### src/rtl/frws_pkg.sv
// ----------------------------------------------------------------------------
// frws_pkg
// Shared widths, constants and types of the frame rate window statistics block.
// ----------------------------------------------------------------------------
package frws_pkg;

  localparam int TICK_W   = 20;
  localparam int SUM_W    = 21;
  localparam int CNT_W    = 16;
  localparam int RATE_W   = 24;
  localparam int TPS_W    = 20;

  localparam logic [TPS_W-1:0] TICKS_PER_SECOND   = 20'd1000000;
  localparam int               RATE_FRACTION_BITS = 8;

  localparam int PROD_W = CNT_W + TPS_W;
  localparam int NUM_W  = PROD_W + RATE_FRACTION_BITS;
  localparam int CMP_W  = (NUM_W > SUM_W + RATE_W) ? NUM_W : SUM_W + RATE_W;
  localparam int STEP_W = $clog2(RATE_W);

  localparam logic [TICK_W-1:0] WINDOW_RESET = 20'd1000000;
  localparam logic [CNT_W-1:0]  COUNT_MAX    = {CNT_W{1'b1}};
  localparam logic [SUM_W-1:0]  SUM_MAX      = {SUM_W{1'b1}};
  localparam logic [RATE_W-1:0] RATE_MAX     = {RATE_W{1'b1}};

  typedef enum logic [4:0] {
    ST_IDLE = 5'b00001,
    ST_MUL  = 5'b00010,
    ST_LOAD = 5'b00100,
    ST_DIV  = 5'b01000,
    ST_FIN  = 5'b10000
  } frws_state_t;

endpackage

### src/rtl/frame_rate_window_statistics_top.sv
// ----------------------------------------------------------------------------
// frame_rate_window_statistics_top
// Frame counter with windowed rate, minimum, maximum and halving average.
// ----------------------------------------------------------------------------
// Each accepted item is one frame event with its elapsed ticks. An item that
// does not close the window goes straight to the finish state, which gives
// its result once the output register is free. An item that closes the window
// passes through accumulate, one multiply of the frame count by the tick rate,
// a range check, 24 steps of a serial restoring divider and the statistics
// update. A saturated rate skips the divider. in_ready is high only while
// the sequencer is idle, and one result may wait in the output register
// while the next item is being worked on.
module frame_rate_window_statistics_top (
  input  logic                        clk,
  input  logic                        rst_n,
  input  logic                        in_valid,
  output logic                        in_ready,
  input  logic [frws_pkg::TICK_W-1:0] in_frame_time,
  output logic                        out_valid,
  input  logic                        out_ready,
  output logic                        out_window_closed,
  output logic [frws_pkg::RATE_W-1:0] out_window_rate,
  output logic [frws_pkg::RATE_W-1:0] out_min_rate,
  output logic [frws_pkg::RATE_W-1:0] out_max_rate,
  output logic [frws_pkg::RATE_W-1:0] out_avg_rate,
  input  logic                        cfg_wr_en,
  input  logic [frws_pkg::TICK_W-1:0] cfg_wr_data
);

  localparam int SUM_W  = frws_pkg::SUM_W;
  localparam int RATE_W = frws_pkg::RATE_W;
  localparam int NUM_W  = frws_pkg::NUM_W;
  localparam int CMP_W  = frws_pkg::CMP_W;
  localparam int PROD_W = frws_pkg::PROD_W;
  localparam int STEP_W = frws_pkg::STEP_W;

  frws_pkg::frws_state_t state_r, state_nxt;

  logic [frws_pkg::TICK_W-1:0] win_r, win_nxt;
  logic [frws_pkg::CNT_W-1:0]  cnt_r, cnt_nxt;
  logic [SUM_W-1:0]            sum_r, sum_nxt;
  logic                        closed_r, closed_nxt;
  logic [frws_pkg::CNT_W-1:0]  opcnt_r, opcnt_nxt;
  logic [SUM_W-1:0]            ticks_r, ticks_nxt;
  logic [PROD_W-1:0]           prod_r, prod_nxt;
  logic [SUM_W-1:0]            rem_r, rem_nxt;
  logic [RATE_W-1:0]           q_r, q_nxt;
  logic [STEP_W-1:0]           step_r, step_nxt;
  logic [RATE_W-1:0]           lowest_r, lowest_nxt;
  logic [RATE_W-1:0]           highest_r, highest_nxt;
  logic [RATE_W-1:0]           mean_r, mean_nxt;

  logic                        out_valid_r, out_valid_nxt;
  logic                        o_closed_r, o_closed_nxt;
  logic [RATE_W-1:0]           o_rate_r, o_rate_nxt;
  logic [RATE_W-1:0]           o_min_r, o_min_nxt;
  logic [RATE_W-1:0]           o_max_r, o_max_nxt;
  logic [RATE_W-1:0]           o_avg_r, o_avg_nxt;

  logic [frws_pkg::CNT_W-1:0]  cnt_inc;
  logic [SUM_W:0]              sum_ext;
  logic [SUM_W-1:0]            sum_sat;
  logic                        close_now;
  logic [NUM_W-1:0]            num;
  logic                        sat;
  logic [SUM_W:0]              trial;
  logic [SUM_W:0]              diff;
  logic                        ge;
  logic [RATE_W-1:0]           rate;
  logic [RATE_W:0]             avg_sum;
  logic                        out_free;

  assign in_ready          = (state_r == frws_pkg::ST_IDLE);
  assign out_valid         = out_valid_r;
  assign out_window_closed = o_closed_r;
  assign out_window_rate   = o_rate_r;
  assign out_min_rate      = o_min_r;
  assign out_max_rate      = o_max_r;
  assign out_avg_rate      = o_avg_r;

  assign cnt_inc   = (cnt_r == frws_pkg::COUNT_MAX) ? cnt_r : cnt_r + 1'b1;
  assign sum_ext   = (SUM_W+1)'(sum_r) + (SUM_W+1)'(in_frame_time);
  assign sum_sat   = sum_ext[SUM_W] ? frws_pkg::SUM_MAX : sum_ext[SUM_W-1:0];
  assign close_now = (sum_sat >= SUM_W'(win_r));

  assign num   = NUM_W'(prod_r) << frws_pkg::RATE_FRACTION_BITS;
  assign sat   = (ticks_r == '0) ||
                 (CMP_W'(num) >= (CMP_W'(ticks_r) << RATE_W));
  assign trial = {rem_r, q_r[RATE_W-1]};
  assign diff  = trial - {1'b0, ticks_r};
  assign ge    = (trial >= {1'b0, ticks_r});

  assign rate     = closed_r ? q_r : '0;
  assign avg_sum  = (RATE_W+1)'(mean_r) + (RATE_W+1)'(rate);
  assign out_free = !out_valid_r || out_ready;

  always_comb begin
    state_nxt     = state_r;
    win_nxt       = win_r;
    cnt_nxt       = cnt_r;
    sum_nxt       = sum_r;
    closed_nxt    = closed_r;
    opcnt_nxt     = opcnt_r;
    ticks_nxt     = ticks_r;
    prod_nxt      = prod_r;
    rem_nxt       = rem_r;
    q_nxt         = q_r;
    step_nxt      = step_r;
    lowest_nxt    = lowest_r;
    highest_nxt   = highest_r;
    mean_nxt      = mean_r;
    out_valid_nxt = out_valid_r;
    o_closed_nxt  = o_closed_r;
    o_rate_nxt    = o_rate_r;
    o_min_nxt     = o_min_r;
    o_max_nxt     = o_max_r;
    o_avg_nxt     = o_avg_r;

    if (cfg_wr_en) begin
      win_nxt = cfg_wr_data;
    end
    if (out_valid_r && out_ready) begin
      out_valid_nxt = 1'b0;
    end

    unique case (state_r)
      frws_pkg::ST_IDLE: begin
        if (in_valid) begin
          closed_nxt = close_now;
          if (close_now) begin
            opcnt_nxt = cnt_inc;
            ticks_nxt = sum_sat;
            cnt_nxt   = '0;
            sum_nxt   = '0;
            state_nxt = frws_pkg::ST_MUL;
          end else begin
            cnt_nxt   = cnt_inc;
            sum_nxt   = sum_sat;
            state_nxt = frws_pkg::ST_FIN;
          end
        end
      end
      frws_pkg::ST_MUL: begin
        prod_nxt  = PROD_W'(opcnt_r) * PROD_W'(frws_pkg::TICKS_PER_SECOND);
        state_nxt = frws_pkg::ST_LOAD;
      end
      frws_pkg::ST_LOAD: begin
        step_nxt = '0;
        if (sat) begin
          q_nxt     = frws_pkg::RATE_MAX;
          state_nxt = frws_pkg::ST_FIN;
        end else begin
          rem_nxt   = SUM_W'(num >> RATE_W);
          q_nxt     = num[RATE_W-1:0];
          state_nxt = frws_pkg::ST_DIV;
        end
      end
      frws_pkg::ST_DIV: begin
        rem_nxt  = ge ? diff[SUM_W-1:0] : trial[SUM_W-1:0];
        q_nxt    = {q_r[RATE_W-2:0], ge};
        step_nxt = step_r + 1'b1;
        if (step_r == STEP_W'(RATE_W - 1)) begin
          state_nxt = frws_pkg::ST_FIN;
        end
      end
      frws_pkg::ST_FIN: begin
        if (out_free) begin
          if (closed_r) begin
            if (rate < lowest_r || lowest_r == '0) begin
              lowest_nxt = rate;
            end
            if (rate > highest_r || highest_r == '0) begin
              highest_nxt = rate;
            end
            mean_nxt = (mean_r == '0) ? rate : avg_sum[RATE_W:1];
          end
          out_valid_nxt = 1'b1;
          o_closed_nxt  = closed_r;
          o_rate_nxt    = rate;
          o_min_nxt     = lowest_nxt;
          o_max_nxt     = highest_nxt;
          o_avg_nxt     = mean_nxt;
          state_nxt     = frws_pkg::ST_IDLE;
        end
      end
      default: begin
        state_nxt = frws_pkg::ST_IDLE;
      end
    endcase
  end

  always_ff @(posedge clk) begin
    if (!rst_n) begin
      state_r     <= frws_pkg::ST_IDLE;
      win_r       <= frws_pkg::WINDOW_RESET;
      cnt_r       <= '0;
      sum_r       <= '0;
      lowest_r    <= '0;
      highest_r   <= '0;
      mean_r      <= '0;
      out_valid_r <= 1'b0;
    end else begin
      state_r     <= state_nxt;
      win_r       <= win_nxt;
      cnt_r       <= cnt_nxt;
      sum_r       <= sum_nxt;
      lowest_r    <= lowest_nxt;
      highest_r   <= highest_nxt;
      mean_r      <= mean_nxt;
      out_valid_r <= out_valid_nxt;
    end
  end

  always_ff @(posedge clk) begin
    closed_r   <= closed_nxt;
    opcnt_r    <= opcnt_nxt;
    ticks_r    <= ticks_nxt;
    prod_r     <= prod_nxt;
    rem_r      <= rem_nxt;
    q_r        <= q_nxt;
    step_r     <= step_nxt;
    o_closed_r <= o_closed_nxt;
    o_rate_r   <= o_rate_nxt;
    o_min_r    <= o_min_nxt;
    o_max_r    <= o_max_nxt;
    o_avg_r    <= o_avg_nxt;
  end

  a_busy_after_accept: assert property (@(posedge clk) disable iff (!rst_n)
    in_valid && in_ready |=> !in_ready)
    else $error("ready held after item accepted");

  a_open_rate_zero: assert property (@(posedge clk) disable iff (!rst_n)
    out_valid && !out_window_closed |-> out_window_rate == '0)
    else $error("rate not zero for open window");

  a_rem_below_divisor: assert property (@(posedge clk) disable iff (!rst_n)
    state_r == frws_pkg::ST_DIV |-> rem_r < ticks_r)
    else $error("divider remainder out of range");

  a_min_le_max: assert property (@(posedge clk) disable iff (!rst_n)
    out_valid && out_min_rate != '0 && out_max_rate != '0
    |-> out_min_rate <= out_max_rate)
    else $error("minimum above maximum");

endmodule
### config.mk
export PLATFORM = sky130hd
export DESIGN_NAME = frame_rate_window_statistics_top
export DESIGN_NICKNAME = d
export VERILOG_FILES = /design/src/rtl/frws_pkg.sv /design/src/rtl/frame_rate_window_statistics_top.sv
export SDC_FILE = /design/constraint.sdc
export NUM_CORES = 1
export LEC_CHECK = 0
export BUFFER_PORTS_ARGS = -buffer_cell sky130_fd_sc_hd__clkbuf_2
export CAP_MARGIN = 20
export CORE_MARGIN = 3
export CORE_UTILIZATION = 30
export CTS_CLUSTER_DIAMETER = 40
export DETAILED_ROUTE_END_ITERATION = 12
export GPL_ROUTABILITY_DRIVEN = 0
export PLACE_DENSITY_LB_ADDON = 0.3
export SYNTH_ARGS = -nofsm -noshare
export SYNTH_HDL_FRONTEND = slang
export SYNTH_SLANG_ARGS = --single-unit
### constraint.sdc
create_clock -name clk -period 7 [get_ports clk]
set_clock_uncertainty 0.05 [all_clocks]
set_input_delay 1.05 -clock clk [delete_from_list [all_inputs] [get_ports clk]]
set_output_delay 1.05 -clock clk [all_outputs]
set_load 0.1 [all_outputs]
==> metrics.md <==
| Metric | Value |
|---|---|
| GRT Overall Usage | 0.156 |
| Slew @ Worst Pin | 1010 ps |
| Hold/Removal Path Class | register to register |
| Run status | completed |
| Distinct cell type count of the synthesized netlist | between 80 and 90 |
| Largest net degree at the start of global routing | 73 |
| M3 GR Usage | 0.0197 |
| # Post-CTS Setup Buffers | 0 |
| Final non-filler cell total | 3494 |
| Max cap viols | 0 |
| Syn nets | between 2k and 3k |
| Gr busiest metal | met2 |
| CTS Buf Count | 59 |
| Hold-fix buffers at CTS | 0 |
| Via count | about 18k |
| Setup Crit Path Kind | register to register |
| First-pass GRT wire length | about 100000 um |
| Vias per inst | 5.09 |
| Clk root buf | clkbuf_16 |
| Critical path endpoint category | register |
| Worst setup path startpoint | opcnt_r[1] |
| Die H | about 280 um |
| Post-Synthesis Cell Area | around 0.023 mm2 |
| Post-Syn Instances | ~2.3k |
| Fillers | 7493 |
| Critical R2R Launch | opcnt_r[1] |
| Post-cts resize count | 0 |
| Final Setup Violations | 0 |
| Routed wire length | roughly 63000 um |
| IO Count | 144 |
| Final Max Slew Viols | 0 |
| Crit path launch type | register |
| Async set or reset register ratio after synthesis | 0 |
| Chip width | around 280 um |
| Setup WS post-layout | approximately 800 ps |
| DR pass1 iterations | 6 |
| Clock Latency Late Sink | ~630 ps |
| Ys flop type | edfxtp_1 |
| First-iteration detailed-routing DRC count | between 1k and 1.5k |
| Slew margin rel. | 0.326 |
| Fmax | about 160 MHz |
| Initial antenna violation count | 0 |
| Met1 GRT Util | 0.201 |
| Worst-path maximum fanout | 7 |
| Final #Nets | 2834 |
| Core area | 0.0747 mm2 |
| DP Worst Slack | ~440 ps |
| Sequential element share of the synthesized area | 0.403 |
| Critical path arrival | approximately 6500 ps |
| Area grow syn2layout | 17.3% |
| Req. time, crit path | 7300 ps |
| Per-cell routed wire length | 18.0 um |
| Max H-tree Level | 2 |
| RSZ-0062 raised after global routing | no |
| CTS tree | built |
| Most frequent cells after synthesis | ha_1 (258), edfxtp_1 (215), nand2_1 (210), inv_1 (203), nor2_1 (175) |
| Port buffer count | between 100 and 150 |
| #FFs+latches synth | between 300 and 400 |
| Placed Instances | between 3k and 4k |
| Detailed Place HPWL | around 48000 um |
| Deepest clock path buffer count | 3 |
| Yosys top cell area share | 0.284 |
| Die area | roughly 0.079 mm2 |
| Fin crit share | 0.882 |
| Synth Area per Inst | 9.77 um2 |
| Row count | 100 |
| Cell accounting for the most synthesized area | edfxtp_1 |
| Drt drc | 0 |
| Routed Antenna Nets | 0 |
| Vias in the first global route | 17.8k |
| Total gr overflow | 0 |
| Clock transition at the registers of the reported paths | around 60 ps |
| Warnings, synthesis | 0 |
| Global Route met2 Usage | 0.266 |
| Total negative setup slack | 0 ps |
| Starting Density | 0.304 |
| Hold Startpoint | highest_r[18] |
| Sink Count | between 300 and 400 |
| Most common cell in the netlist | ha_1 |
| Post-synth EDFFs | 215 |
| Share of cells above drive strength 1 | 0.132 |
| Final Hold Vio Count | 0 |
| Cells taking the most area after synthesis | edfxtp_1 (28%), ha_1 (14%), dfxtp_1 (12%), fa_1 (5.1%), a21oi_1 (3.5%) |
| Clock period minus final worst setup slack | around 6000 ps |
-- final timing paths --
| check | endpoint | slack [ps] | cells after the start |
|---|---|---|---|
| worst max-delay path | prod_r[35] | 820 | 20 |
| worst min-delay path | highest_r[18] | 420 | 2 |
| worst max register to register | prod_r[35] | 820 | 20 |
| worst min register to register | highest_r[18] | 420 | 2 |
-- registers in the layout (all words and copies together), names as in the netlist, 24 cells and up --
signal           cells
highest_r           24
out_avg_rate        24
lowest_r            24
prod_r              30
out_window_rate     24
out_max_rate        24
q_r                 24
mean_r              24
out_min_rate        24
-- metal layers --
metal  share of wire  routed length (um)
met5               0                   0
met4           0.034                2150
met3           0.038                2410
met2            0.48               29900
met1            0.45               28300
-- logic make-up after synthesis --
group | after synthesis | synth area share
xor+xnor | 78 | 0.0301
fa+ha+maj | 316 | 0.193
flops | 350 | 0.403
compound gates | 554 | 0.156
buf+inv | 283 | 0.0488
simple gates | 695 | 0.147
mux | 49 | 0.0226
-- metrics by stage --
stage	cell area, um2	hold slack [ps]	util
after CTS	26600	421	0.356
after global routing	26600	447	0.357
after global placement	24500	407	0.328
after detailed placement	24500	413	0.328
after floorplan	22700	374	-
final	26600	420	0.357
-- placed cells by master (no fill, tap or decap), types with 25 or more instances in the layout --
| master | count |
|---|---|
| mux2i_1 | 31 |
| a21o_1 | 59 |
| nand4_1 | 26 |
| and2_1 | 32 |
| inv_1 | 203 |
| clkbuf_2 | 143 |
| ha_1 | 258 |
| clkbuf_16 | 59 |
| nor2_1 | 173 |
| nand2_1 | 210 |
| nand3_1 | 82 |
| nor4_1 | 28 |
| xnor2_1 | 48 |
| xor2_1 | 30 |
| edfxtp_1 | 215 |
| o21ai_0 | 147 |
| nor3_1 | 35 |
| dfxtp_1 | 135 |
| fa_1 | 58 |
| a21oi_1 | 158 |
| a22o_1 | 25 |
-- critical path, stage by stage, from the launching register on --
cell	delay, ps
edfxtp_1	650
inv_1	130
fa_1	550
inv_1	50
fa_1	500
fa_1	570
fa_1	420
ha_1	290
inv_1	50
fa_1	510
inv_1	50
ha_1	370
inv_1	80
nor4_1	300
nand3_1	180
a21o_1	240
a311oi_1	400
a41o_1	260
o21a_1	110
nor2_1	40
xnor2_1	110
-- area by class of cell --
class,count,area (um2),share of cell area
Inverter,207,779,0.0293
Antenna cell,1,2.50,0.0000939
Timing Repair Buffer,163,913,0.0343
Sequential cell,350,9160,0.344
Clock inverter,49,583,0.0219
Multi-Input combinational cell,1692,12500,0.469
Clock buffer,63,1500,0.0563
Tap cell,969,1210,0.0455
Power is not shown: default switching activity piles up to over one toggle a cycle in this logic, so the estimate is an artifact.
